--- src/rtl/sliding_window_mean_median_unit_assert.svh ---
// Assertion macros for the sliding-window mean/median unit.
// Included by the top level; no other dependencies.
`ifndef SLIDING_WINDOW_MEAN_MEDIAN_UNIT_ASSERT_SVH
`define SLIDING_WINDOW_MEAN_MEDIAN_UNIT_ASSERT_SVH

// Same-cycle implication, checked at every rising edge outside reset.
`define SWMM_ASSERT_IMP(lbl, clk, rstn, ante, cons) \
  lbl: assert property (@(posedge clk) disable iff (!rstn) (ante) |-> (cons)) \
    else $error("swmm assertion failed");

// Next-cycle implication, checked at every rising edge outside reset.
`define SWMM_ASSERT_NXT(lbl, clk, rstn, ante, cons) \
  lbl: assert property (@(posedge clk) disable iff (!rstn) (ante) |=> (cons)) \
    else $error("swmm assertion failed");

`endif

--- src/rtl/swmm_pkg.sv ---
// Shared types and constants for the sliding-window mean/median unit.
// No dependencies; compiled first.
`timescale 1ns / 1ps

package swmm_pkg;

  localparam int SAMPLE_W = 8;

  // Item kind codes
  localparam logic KIND_ADD = 1'b0;

  typedef enum logic [1:0] {
    ST_IDLE,
    ST_COUNT,
    ST_SCAN,
    ST_DIV
  } state_e;

  // Per-cycle commands broadcast to every cell of the chain
  typedef struct packed {
    logic shift;   // shift the window one place toward the oldest end
    logic load;    // load each token from the cell's updated sample
    logic count;   // advance tokens and accumulate rank counts
    logic rotate;  // advance tokens without counting
  } cell_ctrl_t;

endpackage

--- src/rtl/swmm_if.sv ---
// Valid/ready channel interfaces for items and results.
// Depends on swmm_pkg.
`timescale 1ns / 1ps

interface swmm_in_if;
  logic                          valid;
  logic                          ready;
  logic                          kind;
  logic [swmm_pkg::SAMPLE_W-1:0] sample_value;

  modport source (output valid, output kind, output sample_value, input ready);
  modport sink   (input valid, input kind, input sample_value, output ready);
endinterface

interface swmm_out_if;
  logic                          valid;
  logic                          ready;
  logic [swmm_pkg::SAMPLE_W-1:0] window_mean;
  logic [swmm_pkg::SAMPLE_W-1:0] window_median;
  logic                          value_present;

  modport source (output valid, output window_mean, output window_median,
                  output value_present, input ready);
  modport sink   (input valid, input window_mean, input window_median,
                  input value_present, output ready);
endinterface

--- src/rtl/sliding_window_mean_median_unit.sv ---
// Sliding-window mean/median unit: top level.
// Depends on swmm_pkg, swmm_if, swmm_cell, swmm_mean_div and the assert header.
//
// in_i  (sink)   : one item per transfer; kind selects add (shift sample_value
//                  into the window, drop the oldest) or query (keep the window).
// out_o (source) : one result per item: floor mean, median (sorted index
//                  WINDOW/2, upper median for even WINDOW) and whether
//                  sample_value occurs in the window after the step.
// The window is a chain of WINDOW cells, oldest sample in cell 0. Each cell also
// holds a rank token; tokens circulate the ring once collecting less-than and
// less-or-equal counts, then once more past cell 0, where sum, presence and
// median are picked up. A reciprocal multiply in the divider then turns the sum
// into the mean.
// An item goes through ST_COUNT, ST_SCAN and ST_DIV before out_o.valid rises.
// The two ring passes and the divider handle one item at a time;
// in_i.ready is high only while no item is in flight.
// A finished result waits in the output register, so the next item is taken
// while it waits; if out_o still stalls when that next result is done, hold
// it in the divider and keep in_i.ready low until the register frees up.
// Reset (rst_ni low, asynchronous) clears the window, the output valid flag and control.
`timescale 1ns / 1ps
`include "sliding_window_mean_median_unit_assert.svh"

module sliding_window_mean_median_unit #(
  parameter int WINDOW = 5
) (
  input  logic                clk_i,
  input  logic                rst_ni,
  swmm_in_if.sink             in_i,
  swmm_out_if.source          out_o
);

  localparam int CNT_W  = $clog2(WINDOW + 1);
  localparam int SUM_W  = $clog2(WINDOW * 255 + 1);
  localparam int STEP_W = (WINDOW > 1) ? $clog2(WINDOW) : 1;
  localparam int MED_K  = WINDOW / 2;

  // ---------------------------------------------------------------- control
  swmm_pkg::state_e     state_q, state_d;
  logic [STEP_W-1:0]    step_q, step_d;
  logic                 step_last;
  logic                 in_xfer;
  logic                 out_free;
  logic                 out_load;
  logic                 div_start;
  logic                 div_valid;
  swmm_pkg::cell_ctrl_t ctrl;

  // ---------------------------------------------------------------- datapath
  logic [swmm_pkg::SAMPLE_W-1:0] sample_w  [WINDOW];
  logic [swmm_pkg::SAMPLE_W-1:0] tok_val_w [WINDOW];
  logic [CNT_W-1:0]              tok_lt_w  [WINDOW];
  logic [CNT_W-1:0]              tok_le_w  [WINDOW];

  logic [swmm_pkg::SAMPLE_W-1:0] query_q;
  logic                          kind_q;
  logic [SUM_W-1:0]              sum_q, sum_d;
  logic                          pres_q, pres_d;
  logic [swmm_pkg::SAMPLE_W-1:0] med_q, med_d;
  logic                          med_hit;
  logic [swmm_pkg::SAMPLE_W-1:0] mean;

  logic                          out_valid_q;
  logic [swmm_pkg::SAMPLE_W-1:0] out_mean_q, out_median_q;
  logic                          out_present_q;

  assign in_xfer   = in_i.valid && in_i.ready;
  assign step_last = (step_q == STEP_W'(WINDOW - 1));
  assign out_free  = !out_valid_q || out_o.ready;

  // Next state and step counter
  always_comb begin
    state_d = state_q;
    step_d  = '0;
    case (state_q)
      swmm_pkg::ST_IDLE: begin
        if (in_xfer) state_d = swmm_pkg::ST_COUNT;
      end
      swmm_pkg::ST_COUNT: begin
        step_d = step_last ? '0 : step_q + 1'b1;
        if (step_last) state_d = swmm_pkg::ST_SCAN;
      end
      swmm_pkg::ST_SCAN: begin
        step_d = step_last ? '0 : step_q + 1'b1;
        if (step_last) state_d = swmm_pkg::ST_DIV;
      end
      swmm_pkg::ST_DIV: begin
        if (div_valid && out_free) state_d = swmm_pkg::ST_IDLE;
      end
      default: state_d = swmm_pkg::ST_IDLE;
    endcase
  end

  // Control outputs; ready is high throughout idle, so valid alone marks a transfer
  always_comb begin
    ctrl       = '0;
    in_i.ready = 1'b0;
    div_start  = 1'b0;
    out_load   = 1'b0;
    case (state_q)
      swmm_pkg::ST_IDLE: begin
        in_i.ready = 1'b1;
        ctrl.load  = in_i.valid;
        ctrl.shift = in_i.valid && (in_i.kind == swmm_pkg::KIND_ADD);
      end
      swmm_pkg::ST_COUNT: ctrl.count = 1'b1;
      swmm_pkg::ST_SCAN: begin
        ctrl.rotate = 1'b1;
        div_start   = step_last;
      end
      swmm_pkg::ST_DIV: out_load = div_valid && out_free;
      default: ;
    endcase
  end

  always_ff @(posedge clk_i or negedge rst_ni) begin
    if (!rst_ni) begin
      state_q <= swmm_pkg::ST_IDLE;
      step_q  <= '0;
    end else begin
      state_q <= state_d;
      step_q  <= step_d;
    end
  end

  // Cell chain: samples shift toward cell 0, tokens advance from cell i to i+1
  for (genvar i = 0; i < WINDOW; i++) begin : g_cell
    localparam int PREV = (i + WINDOW - 1) % WINDOW;
    logic [swmm_pkg::SAMPLE_W-1:0] shift_val;

    if (i == WINDOW - 1) begin : g_newest
      assign shift_val = in_i.sample_value;
    end else begin : g_inner
      assign shift_val = sample_w[i + 1];
    end

    swmm_cell #(
      .CNT_W (CNT_W)
    ) u_cell (
      .clk_i       (clk_i),
      .rst_ni      (rst_ni),
      .ctrl_i      (ctrl),
      .shift_val_i (shift_val),
      .sample_o    (sample_w[i]),
      .tok_val_i   (tok_val_w[PREV]),
      .tok_lt_i    (tok_lt_w[PREV]),
      .tok_le_i    (tok_le_w[PREV]),
      .tok_val_o   (tok_val_w[i]),
      .tok_lt_o    (tok_lt_w[i]),
      .tok_le_o    (tok_le_w[i])
    );
  end

  // A token whose value has rank MED_K: fewer than or equal MED_K below it,
  // more than MED_K at or below it. Duplicates all carry the same value.
  assign med_hit = (tok_lt_w[0] <= CNT_W'(MED_K)) && (tok_le_w[0] > CNT_W'(MED_K));

  // Pick up sum, presence and median as tokens pass cell 0
  always_comb begin
    sum_d  = sum_q;
    pres_d = pres_q;
    med_d  = med_q;
    if (in_xfer) begin
      sum_d  = '0;
      pres_d = 1'b0;
    end else if (ctrl.rotate) begin
      sum_d  = sum_q + SUM_W'(tok_val_w[0]);
      pres_d = pres_q || (tok_val_w[0] == query_q);
      if (med_hit) med_d = tok_val_w[0];
    end
  end

  always_ff @(posedge clk_i) begin
    sum_q  <= sum_d;
    pres_q <= pres_d;
    med_q  <= med_d;
    if (in_xfer) begin
      query_q <= in_i.sample_value;
      kind_q  <= in_i.kind;
    end
  end

  swmm_mean_div #(
    .W     (WINDOW),
    .SUM_W (SUM_W)
  ) u_div (
    .clk_i      (clk_i),
    .rst_ni     (rst_ni),
    .start_i    (div_start),
    .dividend_i (sum_d),
    .valid_o    (div_valid),
    .quotient_o (mean)
  );

  // Output register: load a finished result, drop it on the output transfer
  always_ff @(posedge clk_i or negedge rst_ni) begin
    if (!rst_ni) begin
      out_valid_q <= 1'b0;
    end else if (out_load) begin
      out_valid_q <= 1'b1;
    end else if (out_o.ready) begin
      out_valid_q <= 1'b0;
    end
  end

  always_ff @(posedge clk_i) begin
    if (out_load) begin
      out_mean_q    <= mean;
      out_median_q  <= med_q;
      out_present_q <= pres_q;
    end
  end

  assign out_o.valid         = out_valid_q;
  assign out_o.window_mean   = out_mean_q;
  assign out_o.window_median = out_median_q;
  assign out_o.value_present = out_present_q;

  // ---------------------------------------------------------------- checks
  `SWMM_ASSERT_NXT(a_accept_starts_count, clk_i, rst_ni, in_xfer,
                   (state_q == swmm_pkg::ST_COUNT) && (step_q == '0))
  `SWMM_ASSERT_IMP(a_result_from_div, clk_i, rst_ni, $rose(out_valid_q),
                   $past(state_q == swmm_pkg::ST_DIV) && $past(div_valid))
  `SWMM_ASSERT_IMP(a_add_always_present, clk_i, rst_ni,
                   out_load && (kind_q == swmm_pkg::KIND_ADD), pres_q)

endmodule

--- src/rtl/swmm_cell.sv ---
// One cell of the window chain: holds one sample and one circulating rank token.
// Depends on swmm_pkg.
`timescale 1ns / 1ps

module swmm_cell #(
  parameter int CNT_W = 3
) (
  input  logic                          clk_i,
  input  logic                          rst_ni,
  input  swmm_pkg::cell_ctrl_t          ctrl_i,
  input  logic [swmm_pkg::SAMPLE_W-1:0] shift_val_i,
  output logic [swmm_pkg::SAMPLE_W-1:0] sample_o,
  input  logic [swmm_pkg::SAMPLE_W-1:0] tok_val_i,
  input  logic [CNT_W-1:0]              tok_lt_i,
  input  logic [CNT_W-1:0]              tok_le_i,
  output logic [swmm_pkg::SAMPLE_W-1:0] tok_val_o,
  output logic [CNT_W-1:0]              tok_lt_o,
  output logic [CNT_W-1:0]              tok_le_o
);

  logic [swmm_pkg::SAMPLE_W-1:0] sample_q, sample_d;
  logic [swmm_pkg::SAMPLE_W-1:0] tok_val_q, tok_val_d;
  logic [CNT_W-1:0]              tok_lt_q, tok_lt_d;
  logic [CNT_W-1:0]              tok_le_q, tok_le_d;

  always_comb begin
    sample_d  = ctrl_i.shift ? shift_val_i : sample_q;
    tok_val_d = tok_val_q;
    tok_lt_d  = tok_lt_q;
    tok_le_d  = tok_le_q;
    if (ctrl_i.load) begin
      tok_val_d = sample_d;
      tok_lt_d  = '0;
      tok_le_d  = '0;
    end else if (ctrl_i.count) begin
      // rank the passing token against this cell's sample
      tok_val_d = tok_val_i;
      tok_lt_d  = tok_lt_i + CNT_W'(sample_q < tok_val_i);
      tok_le_d  = tok_le_i + CNT_W'(sample_q <= tok_val_i);
    end else if (ctrl_i.rotate) begin
      tok_val_d = tok_val_i;
      tok_lt_d  = tok_lt_i;
      tok_le_d  = tok_le_i;
    end
  end

  always_ff @(posedge clk_i or negedge rst_ni) begin
    if (!rst_ni) begin
      sample_q <= '0;
    end else begin
      sample_q <= sample_d;
    end
  end

  always_ff @(posedge clk_i) begin
    tok_val_q <= tok_val_d;
    tok_lt_q  <= tok_lt_d;
    tok_le_q  <= tok_le_d;
  end

  assign sample_o  = sample_q;
  assign tok_val_o = tok_val_q;
  assign tok_lt_o  = tok_lt_q;
  assign tok_le_o  = tok_le_q;

endmodule

--- src/rtl/swmm_mean_div.sv ---
// Mean divider: window sum divided by the window length by reciprocal multiply.
// Depends on swmm_pkg; the quotient is ready in the cycle after start.
`timescale 1ns / 1ps

module swmm_mean_div #(
  parameter int W     = 5,
  parameter int SUM_W = $clog2(W * 255 + 1)
) (
  input  logic                          clk_i,
  input  logic                          rst_ni,
  input  logic                          start_i,
  input  logic [SUM_W-1:0]              dividend_i,
  output logic                          valid_o,
  output logic [swmm_pkg::SAMPLE_W-1:0] quotient_o
);

  // floor(x / W) equals (x * RECIP) >> SHIFT for every x below 2**SUM_W
  localparam int LOG_W   = $clog2(W);
  localparam int SHIFT   = SUM_W + LOG_W;
  localparam int RECIP   = ((2 ** SHIFT) + W - 1) / W;
  localparam int RECIP_W = SUM_W + 2;
  localparam int PROD_W  = SUM_W + RECIP_W;

  logic [PROD_W-1:0] prod_q, prod_d;
  logic              valid_q, valid_d;

  always_comb begin
    prod_d  = prod_q;
    valid_d = valid_q;
    if (start_i) begin
      prod_d  = {{RECIP_W{1'b0}}, dividend_i} * {{SUM_W{1'b0}}, RECIP_W'(RECIP)};
      valid_d = 1'b1;
    end
  end

  always_ff @(posedge clk_i or negedge rst_ni) begin
    if (!rst_ni) begin
      valid_q <= 1'b0;
    end else begin
      valid_q <= valid_d;
    end
  end

  always_ff @(posedge clk_i) begin
    prod_q <= prod_d;
  end

  // hold the quotient until the next start
  assign valid_o    = valid_q;
  assign quotient_o = prod_q[SHIFT +: swmm_pkg::SAMPLE_W];

endmodule

--- src/flat_wrapper.sv ---
// flat-port wrapper written by rule: the top's interface ports become plain ports
module sliding_window_mean_median_unit_flat 
#(
  parameter int WINDOW = 5
)
  (clk_i, rst_ni, in_i_valid, in_i_kind, in_i_sample_value, in_i_ready, out_o_valid, out_o_window_mean, out_o_window_median, out_o_value_present, out_o_ready);
  swmm_in_if in_i_i ();
  swmm_out_if out_o_i ();
  input  logic clk_i;
  input  logic rst_ni;
  input wire logic [$bits(in_i_i.valid)-1:0] in_i_valid;
  input wire logic [$bits(in_i_i.kind)-1:0] in_i_kind;
  input wire logic [$bits(in_i_i.sample_value)-1:0] in_i_sample_value;
  output wire logic [$bits(in_i_i.ready)-1:0] in_i_ready;
  output wire logic [$bits(out_o_i.valid)-1:0] out_o_valid;
  output wire logic [$bits(out_o_i.window_mean)-1:0] out_o_window_mean;
  output wire logic [$bits(out_o_i.window_median)-1:0] out_o_window_median;
  output wire logic [$bits(out_o_i.value_present)-1:0] out_o_value_present;
  input wire logic [$bits(out_o_i.ready)-1:0] out_o_ready;
  assign in_i_i.valid = in_i_valid;
  assign in_i_i.kind = in_i_kind;
  assign in_i_i.sample_value = in_i_sample_value;
  assign in_i_ready = in_i_i.ready;
  assign out_o_valid = out_o_i.valid;
  assign out_o_window_mean = out_o_i.window_mean;
  assign out_o_window_median = out_o_i.window_median;
  assign out_o_value_present = out_o_i.value_present;
  assign out_o_i.ready = out_o_ready;
  sliding_window_mean_median_unit #(.WINDOW(WINDOW)) u_core (.clk_i(clk_i), .rst_ni(rst_ni), .in_i(in_i_i), .out_o(out_o_i));
endmodule
--- config.mk ---
export PLATFORM = sky130hd
export DESIGN_NAME = sliding_window_mean_median_unit_flat
export DESIGN_NICKNAME = d
export VERILOG_FILES = /design/src/rtl/swmm_pkg.sv /design/src/rtl/swmm_if.sv /design/src/rtl/sliding_window_mean_median_unit.sv /design/src/rtl/swmm_cell.sv /design/src/rtl/swmm_mean_div.sv /design/src/flat_wrapper.sv
export VERILOG_INCLUDE_DIRS = /design/src /design/src/rtl
export SDC_FILE = /design/constraint.sdc
export NUM_CORES = 1
export LEC_CHECK = 0
export ABC_AREA = 0
export BUFFER_PORTS_ARGS = -buffer_cell sky130_fd_sc_hd__buf_2
export CAP_MARGIN = 20
export CORE_ASPECT_RATIO = 0.6
export CORE_MARGIN = 2
export CORE_UTILIZATION = 40
export CTS_CLUSTER_SIZE = 28
export DETAILED_ROUTE_END_ITERATION = 16
export PLACE_DENSITY = 0.6
export SYNTH_ARGS = -nofsm -noshare
export SYNTH_HDL_FRONTEND = slang
export SYNTH_SLANG_ARGS = --single-unit
--- constraint.sdc ---
create_clock -name clk_i -period 12.8 [get_ports clk_i]
set_input_delay 1.28 -clock clk_i [delete_from_list [all_inputs] [get_ports clk_i]]
set_output_delay 1.28 -clock clk_i [all_outputs]
set_load 0.05 [all_outputs]
==> results of run 1 <==
[flip-flops by register name (all words and copies together) (netlist names), 11 cells and up]
signal,count
u_core.g_cell.u_cell.tok_val_o,40
u_core.g_cell.u_cell.sample_o,40
u_core.sum_q,11
u_core.g_cell.u_cell.tok_le_o,15
u_core.g_cell.u_cell.tok_lt_o,15
[cells by family after synthesis]
logic type / after synthesis / synth area share, %
multiplexers: 103 / 10.0
AND/OR/NAND/NOR: 185 / 8.03
AO/OA/AOI/OAI: 176 / 10.6
XOR/XNOR: 31 / 2.53
adder cells (fa/ha/maj): 169 / 21.9
flip-flops: 170 / 41.4
buffers and inverters: 154 / 5.50
[cells in the mapped netlist (2+ instances only)]
cell type,count
xnor2_1,14
edfxtp_1,81
o211ai_1,4
dfxtp_1,42
xor2_1,17
nor4_1,4
o21bai_1,5
buf_2,10
a21o_1,16
dfrtp_1,47
ha_1,137
mux2i_1,65
nor3_1,4
nand4_1,12
a31oi_1,2
a211oi_1,32
nor2_1,47
inv_1,117
o21a_1,7
nor3b_1,5
nand2_1,70
a21oi_1,28
and2_1,4
o21ai_1,4
o21ai_0,60
or2_2,4
buf_1,3
nand2b_1,10
and3_1,2
nor2b_1,9
clkbuf_1,23
mux2_2,38
nand3_1,10
fa_1,32
[critical path: cells and delay by family (launching register included)]
kind,cells,cell delay (ns)
buffers and inverters,4,0.27
XOR/XNOR,1,0.14
adder cells (fa/ha/maj),8,3.34
AND/OR/NAND/NOR,3,0.40
flip-flops,1,0.50
AO/OA/AOI/OAI,7,2.13
[path summary, 6_finish.rpt]
kind	start	endpoint
worst min-delay path	u_core.u_div.prod_q[21]$_DFFE_PP_	u_core.out_o.window_mean[7]$_DFFE_PP_
worst max register to register	u_core.g_cell[0].u_cell.tok_val_o[0]$_DFFE_PP_	u_core.u_div.prod_q[19]$_DFFE_PP_
max in group asynchronous	rst_ni	u_core.step_q[2]$_DFF_PN0_
worst min register to register	u_core.u_div.prod_q[21]$_DFFE_PP_	u_core.out_o.window_mean[7]$_DFFE_PP_
worst max-delay path	u_core.g_cell[0].u_cell.tok_val_o[0]$_DFFE_PP_	u_core.u_div.prod_q[19]$_DFFE_PP_
min in group asynchronous	rst_ni	u_core.g_cell[3].u_cell.sample_o[6]$_DFF_PN0_
[per-stage QoR]
| stage | utilization, % | hold slack (ns) | instances | setup slack (ns) |
|---|---|---|---|---|
| final | 45.1 | 0.419 | 1385 | 5.78 |
| after global routing | 45.1 | 0.426 | 1385 | 5.47 |
| after CTS | 45.0 | 0.421 | 1383 | 5.86 |
| after detailed placement | 42.7 | 0.405 | 1351 | 5.52 |
| after global placement | 42.7 | 0.400 | 1351 | 5.63 |
| after floorplan | - | 0.400 | 988 | 6.73 |
[routing by layer]
| metal | wire (µm) | up-vias | global-route usage, % |
|---|---|---|---|
| met5 | 0 | - | 0 |
| met4 | 184 | 0 | 3.77 |
| met3 | 1910 | 15 | 6.06 |
| met2 | 8620 | 178 | 22.6 |
| met1 | 14300 | 3325 | 30.8 |
| li1 | - | 3524 | - |
[cell type report]
| cell class | instances | area share (%) |
|---|---|---|
| multi-input cells | 664 | 48.0 |
| flip-flops and latches | 170 | 37.4 |
| well taps | 360 | 3.78 |
| inverters | 118 | 3.72 |
| clock buffers | 18 | 3.60 |
| repair buffers | 41 | 2.04 |
| clock inverters | 14 | 1.50 |
==> impl_results.md, run 1 <==
* Status: finished clean
* Fillcell total at 2458
* Arrival @ worst endpoint at 7.22 ns
* Period utilization at 54.9%
* Commonest non-fill, non-tap cell in the layout: ha_1
* Max_slew headroom at 41.8%
* Critical path's slowest cell: o41ai_2
* Pin count of the biggest net entering global routing at 70
* Final hold vios at 0
* Critical path fanouts, max at 5
* Die Wd at 216 µm
* Vias at 7042
* Antenna cells at 0
* Final setup violation count at 0
* EDFF count, synth at 81
* Post-DR wirelength/cell at 18.1 µm
* Setup TNS at 0 ns
* Initial antenna violation count at 0
* Sequential share of the synthesized area at 41.4%
* Clk Tree Root Cell: clkbuf_16
* # DRC at 0
* Async set-reset flop share out of synthesis at 27.6%
* Min cycle time layout at 7.02 ns
* CP endpoint kind: flop
* CTS sink cnt at 170
* Final net count at 1194
* Cell taking the most area after synthesis: edfxtp_1
* GRT Overall Usage at 18.7%
* Post-synth top area share at 22.6%
* MaxCap Viol Count at 0
* P&R area growth vs syn at 10.8%
* Worst min path class: reg -> reg
* CTS Buf Count at 17
* Synth top area cells: edfxtp_1 23%, ha_1 16%, dfrtp_1 11%
* Crit Path Class: reg -> reg
* Top-Level Pins at 32
* Crit path cell chain: ha_1 > inv_1 > fa_1 > nor2b_1 > o21ai_1 > a21boi_2 > o211ai_1 > a2111o_1 > a31oi_1 > ha_1 > inv_1 > fa_1 > fa_1 > inv_1 > fa_1 > fa_1 > inv_1 > ha_1 > and2_1 > nand3_1 > o41ai_2 > a21oi_2 > xnor2_1
* Number of port buffers at 31
* Clock transition at the registers of the reported paths at 0.06 ns
* Max clock buf depth at 2
* Starting Density at 40.7%
* Startpoint Class: flop
* Depth of the worst register-to-register path at 23
* Reg2reg setup slack at 5.78 ns
* Detail Route Antenna Nets at 0
* Slew Limit Fails at 0
* Die ar. at 28200 µm²
* RSZ-0062 raised after global routing: no
* First-pass GRT wire length at 39600 µm
* Hold Path Depth at 0
* Initial DRC count at 573
* Setup repair bufs after CTS at 0
* Post-CTS Resized at 0
* Multi-input gate area at 5710 µm²
* Cell row count at 46
* Vias per cell at 5.08
* Most frequent CP cell: fa_1
* FMAX at 142 MHz
* Measured slew at the worst slew-check pin at 0.873 ns
* Synth cell types at 57
* Flops & latches, synth at 170
* Gate Count Post-Synth at 988
* Clock tree from TritonCTS: yes
* Grt ovf at 0
* Post-DP Area at 11300 µm²
* Top_reg_cell synth: edfxtp_1
* DPL Wire Length at 18500 µm
* Max incr delay on CP at 0.62 ns
* Worst clock skew at 0.00707 ns
* Reg area at 4450 µm²
* Syn_area_per_cell at 10.9 µm²
* Core Region at 26400 µm²
* Netlist Area Pre-Place at 10700 µm²
* Layout cells sized above 1 at 12.3%
* WL final at 25100 µm
* Clk_lat worst skew at 0.44 ns
* Htree depth at 4
* Post-route cell area at 11900 µm²
* Ys Warns at 0
* Die Ht at 131 µm
* Most frequent cells in the layout: 136 x ha_1, 117 x inv_1, 81 x edfxtp_1, 70 x nand2_1, 65 x mux2i_1
* Worst Path Required at 12.99 ns
* Syn Nets at 1170
* First-pass iteration count of the detailed router at 4
* Vias in the first global route at 6723
* Cts hold-fix bufs at 0
* Placer Congestion at 0.877
Power of run 1 is left out: the tool's default activity adds up to more than one toggle a clock period on the data nets, which glitch-free logic cannot reach.
==> inputs of run 2 (changes only) <==
PLACE_DENSITY = 0.62   (was 0.6)
clock period = 5.9 ns   (was 12.8 ns; I/O delays follow)
==> impl_results.md, run 2 (synthesized netlist as in run 1, its figures left out) <==
* Min cycle time layout at 5.96 ns (-1.07 ns)
* Placer Congestion at 0.842 (-4.0%)
* WL final at 25500 µm (+1.8%)
* Cell row count at 46 (unchanged)
* CTS Buf Count at 17 (unchanged)
* Cts hold-fix bufs at 0 (unchanged)
* Status: finished with violations
* Most frequent cells in the layout: 125 x ha_1, 107 x inv_1, 81 x edfxtp_1, 70 x nand2_1, 65 x mux2i_1
* MaxCap Viol Count at 0 (unchanged)
* Final WS setup at -0.0580 ns (-5.83 ns)
* Final setup violation count at 3 (+3)
* Post-route cell area at 12600 µm² (+6.1%)
* Max clock buf depth at 2 (unchanged)
* Fillcell total at 2438 (-0.81%)
* Startpoint Class: flop
* First-pass GRT wire length at 40300 µm (+1.6%)
* CTS sink cnt at 170 (unchanged)
* Vias in the first global route at 7233 (+7.6%)
* Worst Path Required at 6.10 ns (-6.89 ns)
* Critical path's slowest cell: fa_1
* Crit Path Class: reg -> reg
* Measured slew at the worst slew-check pin at 1.04 ns (+0.167 ns)
* P&R area growth vs syn at 17.6%
* Period utilization at 101% (+46 points)
* Worst min path class: in -> async
* First-pass iteration count of the detailed router at 5 (+1)
* Arrival @ worst endpoint at 6.16 ns (-1.06 ns)
* Die Ht at 131 µm (unchanged)
* DPL Wire Length at 18600 µm (+0.51%)
* Commonest non-fill, non-tap cell in the layout: ha_1
* Clk Tree Root Cell: clkbuf_16
* Clk_lat worst skew at 0.45 ns (about the same)
* Failing checks: setup timing
* Critical path fanouts, max at 4 (-1)
* Die Wd at 216 µm (unchanged)
* Clock transition at the registers of the reported paths at 0.07 ns (about the same)
* Post-DR wirelength/cell at 17.7 µm (-2.1%)
* Clock tree from TritonCTS: yes
* Initial antenna violation count at 1 (+1)
* Htree depth at 4 (unchanged)
* Antenna cells at 0 (unchanged)
* Die ar. at 28200 µm² (unchanged)
* Number of port buffers at 31 (unchanged)
* Max incr delay on CP at 0.53 ns (-0.09 ns)
* Detail Route Antenna Nets at 0 (unchanged)
* Crit path cell chain: ha_2 > inv_2 > fa_2 > nor2b_2 > o21ai_2 > a21boi_2 > o211ai_1 > a2111o_1 > a31oi_4 > ha_4 > inv_4 > fa_2 > fa_1 > inv_2 > fa_2 > fa_1 > inv_2 > ha_4 > and2_4 > nand3_4 > o41ai_4 > a21oi_2 > xnor2_1
* # DRC at 0 (unchanged)
* Top-Level Pins at 32 (unchanged)
* Vias per cell at 5.18 (+1.8%)
* GRT Overall Usage at 19.0% (+0.28 points)
* FMAX at 168 MHz (+18%)
* Core Region at 26400 µm² (unchanged)
* Final net count at 1249 (+4.6%)
* Multi-input gate area at 6010 µm² (+5.1%)
* Slew Limit Fails at 0 (unchanged)
* Initial DRC count at 595 (+3.8%)
* Worst clock skew at 0.0108 ns (+0.00375 ns)
* Starting Density at 40.7% (unchanged)
* Place WS at -0.355 ns (-5.87 ns)
* Pin count of the biggest net entering global routing at 66 (-5.7%)
* Post-DP Area at 11600 µm² (+3.2%)
* Reg area at 4450 µm² (unchanged)
* RSZ-0062 raised after global routing: yes
* Grt ovf at 0 (unchanged)
* CP endpoint kind: flop
* Max_slew headroom at 30.7% (-11 points)
* Final hold vios at 0 (unchanged)
* Vias at 7452 (+5.8%)
* Layout cells sized above 1 at 21.3% (+9.0 points)
-- run 2: cell count changes in the layout (fill, tap and decap cells not counted), moves of 5 or more --
cell / change
ha_1: -11
a21oi_2: +6
a21oi_1: -7
buf_4: +52
inv_2: +9
clkinv_2: -5
inv_1: -10
ha_4: +9
-- run 2: final timing paths --
kind                            slack [ns]  cells past startpoint                                             to                                      startpoint
worst min-delay path                  0.26                      2  u_core.g_cell[0].u_cell.sample_o[7]$_DFF_PN0_                                          rst_ni
worst min register to register        0.42                      0          u_core.out_o.window_mean[1]$_DFFE_PP_               u_core.u_div.prod_q[15]$_DFFE_PP_
min in group clk_i                    0.36                      1                    u_core.query_q[5]$_DFFE_PP_                            in_i_sample_value[5]
max in group asynchronous             5.16                      2                     u_core.step_q[1]$_DFF_PN0_                                          rst_ni
worst max register to register       -0.06                     23              u_core.u_div.prod_q[19]$_DFFE_PP_  u_core.g_cell[0].u_cell.tok_val_o[0]$_DFFE_PP_
worst max-delay path                 -0.06                     23              u_core.u_div.prod_q[19]$_DFFE_PP_  u_core.g_cell[0].u_cell.tok_val_o[0]$_DFFE_PP_
-- run 2: cell type report --
cell class	instances	share of cell area (%)
timing repair buffer	96	5.41
tap	360	3.56
inverter	118	3.53
multi-input combinational	664	47.5
sequential	170	35.2
clock buffer	23	3.87
clock inverter	9	0.881
-- run 2: timing repair --
item,in CTS,in global routing
resized for setup,34,31
setup buffers,2,6
pin swaps,29,31
endpoints found under the setup margin,8,8
cloned,0,0
-- run 2: layer usage --
metal	global-route usage, %	up-vias	routed length [µm]
li1	-	3638	-
met1	30.2	3600	14000
met2	24.4	192	9530
met3	5.09	22	1680
met4	5.48	0	309
met5	0	-	0
-- run 2: critical path: cells and delay by family (launching register included) --
family | cells | cell delay (ns)
and+or+nand+nor | 3 | 0.34
AOI/OAI and AO/OA | 7 | 1.64
buffers and inverters | 4 | 0.18
xor gates and xnor gates | 1 | 0.13
DFF | 1 | 0.35
adders and majority gates | 8 | 3.03
-- run 2: metrics by stage --
step / util [%] / instances / setup TNS, ns / hold slack, ns
5_1_grt: 47.8 / 1440 / -1.52 / 0.323
3_5_place_dp: 44.0 / 1398 / -1.88 / 0.406
6_report: 47.8 / 1440 / -0.119 / 0.264
3_3_place_gp: 44.0 / 1398 / -0.879 / 0.401
4_1_cts: 47.0 / 1432 / -0.159 / 0.280
2_1_floorplan: - / 988 / 0 / 0.294
Power of run 2 is left out for the same reason.
==> inputs of run 3 (changes only) <==
TNS_END_PERCENT = 20   (was unset)
==> impl_results.md, run 3 (synthesized netlist as in run 1, its figures left out) <==
* CTS sink cnt at 170 (unchanged)
* Final setup violation count at 5 (+2)
* Htree depth at 4 (unchanged)
* Die Ht at 131 µm (unchanged)
* Vias in the first global route at 7040 (-2.7%)
* Detail Route Antenna Nets at 0 (unchanged)
* Slew Limit Fails at 0 (unchanged)
* WL final at 25300 µm (-0.99%)
* Post-DR wirelength/cell at 17.5 µm (-0.99%)
* Final net count at 1249 (unchanged)
* Clock tree from TritonCTS: yes
* Most frequent cells in the layout: 130 x ha_1, 113 x inv_1, 81 x edfxtp_1, 70 x nand2_1, 65 x mux2i_1
* Arrival @ worst endpoint at 6.18 ns (+0.02 ns)
* Fillcell total at 2411 (-1.1%)
* Startpoint Class: flop
* Dpl cells at 1395 (-0.21%)
* Pin count of the biggest net entering global routing at 66 (unchanged)
* Min cycle time layout at 5.98 ns (+0.0187 ns)
* # DRC at 0 (unchanged)
* Core Region at 26400 µm² (unchanged)
* Antenna cells at 0 (unchanged)
* Crit Path Class: reg -> reg
* MaxCap Viol Count at 0 (unchanged)
* Grt ovf at 0 (unchanged)
* Die ar. at 28200 µm² (unchanged)
* Final cell count without fillers at 1440 (unchanged)
* Initial antenna violation count at 0 (-1)
* First-pass GRT wire length at 39800 µm (-1.1%)
* Worst Path Required at 6.10 ns (about the same)
* Reg area at 4450 µm² (unchanged)
* Final WS setup at -0.0766 ns (-0.0187 ns)
* WHS at 0.264 ns (+0.0000640 ns)
* First-pass iteration count of the detailed router at 4 (-1)
* FMAX at 167 MHz (-0.31%)
* Core Util, Final at 47.3% (-0.51 points)
* Place WS at -0.251 ns (+0.104 ns)
* Top-Level Pins at 32 (unchanged)
* Clk Tree Root Cell: clkbuf_16
* Placer Congestion at 0.859 (+2.0%)
* Status: finished with violations
* Measured slew at the worst slew-check pin at 0.820 ns (-0.219 ns)
* Initial DRC count at 499 (-16%)
* CP endpoint kind: flop
* Layout cells sized above 1 at 19.7% (-1.6 points)
* Vias at 7424 (-0.38%)
* Vias per cell at 5.16 (-0.38%)
* Cell row count at 46 (unchanged)
* Max clock buf depth at 2 (unchanged)
* Worst min path class: in -> async
* Multi-input gate area at 5930 µm² (-1.3%)
* DPL Wire Length at 18400 µm (-1.2%)
* Failing checks: setup timing
* Period utilization at 101% (+0.32 points)
* Starting Density at 40.7% (unchanged)
* Number of port buffers at 31 (unchanged)
* Commonest non-fill, non-tap cell in the layout: ha_1
* Worst clock skew at 0.00741 ns (-0.00342 ns)
* Clk_lat worst skew at 0.45 ns (about the same)
* P&R area growth vs syn at 16.3%
* Max_slew headroom at 45.3% (+15 points)
* Critical path fanouts, max at 3 (-1)
* CTS Buf Count at 17 (unchanged)
* Die Wd at 216 µm (unchanged)
* Final hold vios at 0 (unchanged)
* Clock transition at the registers of the reported paths at 0.07 ns (about the same)
* GRT Overall Usage at 18.6% (-0.38 points)
* RSZ-0062 raised after global routing: yes
## run 3: cell count changes in the layout (fill, tap and decap cells not counted), moves of 4 or more
cell | before | now
a21oi_1 | 21 | 25
a21oi_2 | 7 | 3
clkinv_2 | 1 | 5
ha_1 | 125 | 130
ha_4 | 9 | 5
inv_1 | 107 | 113
inv_2 | 10 | 5
## run 3: metrics by stage
stage                     setup TNS, ns  cell area, µm²
after floorplan                 -0.0562           10800
after detailed placement          -1.36           11600
final                            -0.187           12500
after global routing              -1.98           12500
after CTS                        -0.151           12300
after global placement           -0.594           11600
## run 3: worst max-delay path: stages, from the launching register on
cell	delay (ns)
edfxtp_1	0.35
ha_2	0.20
inv_2	0.04
fa_2	0.36
nor2b_2	0.13
o21ai_2	0.07
a21boi_2	0.20
buf_4	0.14
o21ai_1	0.07
and4b_1	0.22
nor3_2	0.18
buf_4	0.17
ha_4	0.15
inv_1	0.05
fa_1	0.49
buf_4	0.17
fa_1	0.49
inv_1	0.08
fa_1	0.46
ha_1	0.29
ha_1	0.30
o21ai_0	0.30
a21boi_1	0.20
o32ai_2	0.19
o41ai_4	0.17
a21oi_2	0.17
xnor2_1	0.07
## run 3: final cells by class
class                      instances  area share, %
sequential                       170           35.6
multi-input combinational        664           47.4
clock buffer                      19           3.54
inverter                         118           3.54
timing repair buffer              96           5.46
tap                              360           3.60
clock inverter                    13          0.831
## run 3: path summary, 6_finish.rpt
kind | start | endpoint | slack (ns) | cells after the start
max | u_core.g_cell[0].u_cell.tok_val_o[0]$_DFFE_PP_ | u_core.u_div.prod_q[19]$_DFFE_PP_ | -0.08 | 26
min | rst_ni | u_core.g_cell[3].u_cell.sample_o[4]$_DFF_PN0_ | 0.26 | 2
max reg2reg | u_core.g_cell[0].u_cell.tok_val_o[0]$_DFFE_PP_ | u_core.u_div.prod_q[19]$_DFFE_PP_ | -0.08 | 26
min reg2reg | u_core.med_q[7]$_DFFE_PP_ | u_core.out_o.window_median[7]$_DFFE_PP_ | 0.42 | 0
max in group asynchronous | rst_ni | u_core.u_div.valid_o$_DFFE_PN0P_ | 5.17 | 2
min in group clk_i | in_i_sample_value[6] | u_core.query_q[6]$_DFFE_PP_ | 0.37 | 1
## run 3: what timing repair did
action | 4_1_cts | 5_1_grt
setup buffers | 2 | 8
resized for setup | 19 | 25
hold buffers | 0 | 0
pin swaps | 16 | 25
endpoints found under the hold margin | 0 | 0
endpoints found under the setup margin | 8 | 8
## run 3: layer usage
layer	global-route usage, %	up-vias	routed length [µm]	part of all wire, %
li1	-	3636	-	-
met1	29.9	3603	14100	56
met2	23.8	168	9380	37
met3	5.16	17	1620	6.4
met4	4.54	0	199	0.79
met5	0	-	0	0
Power of run 3 is left out for the same reason.
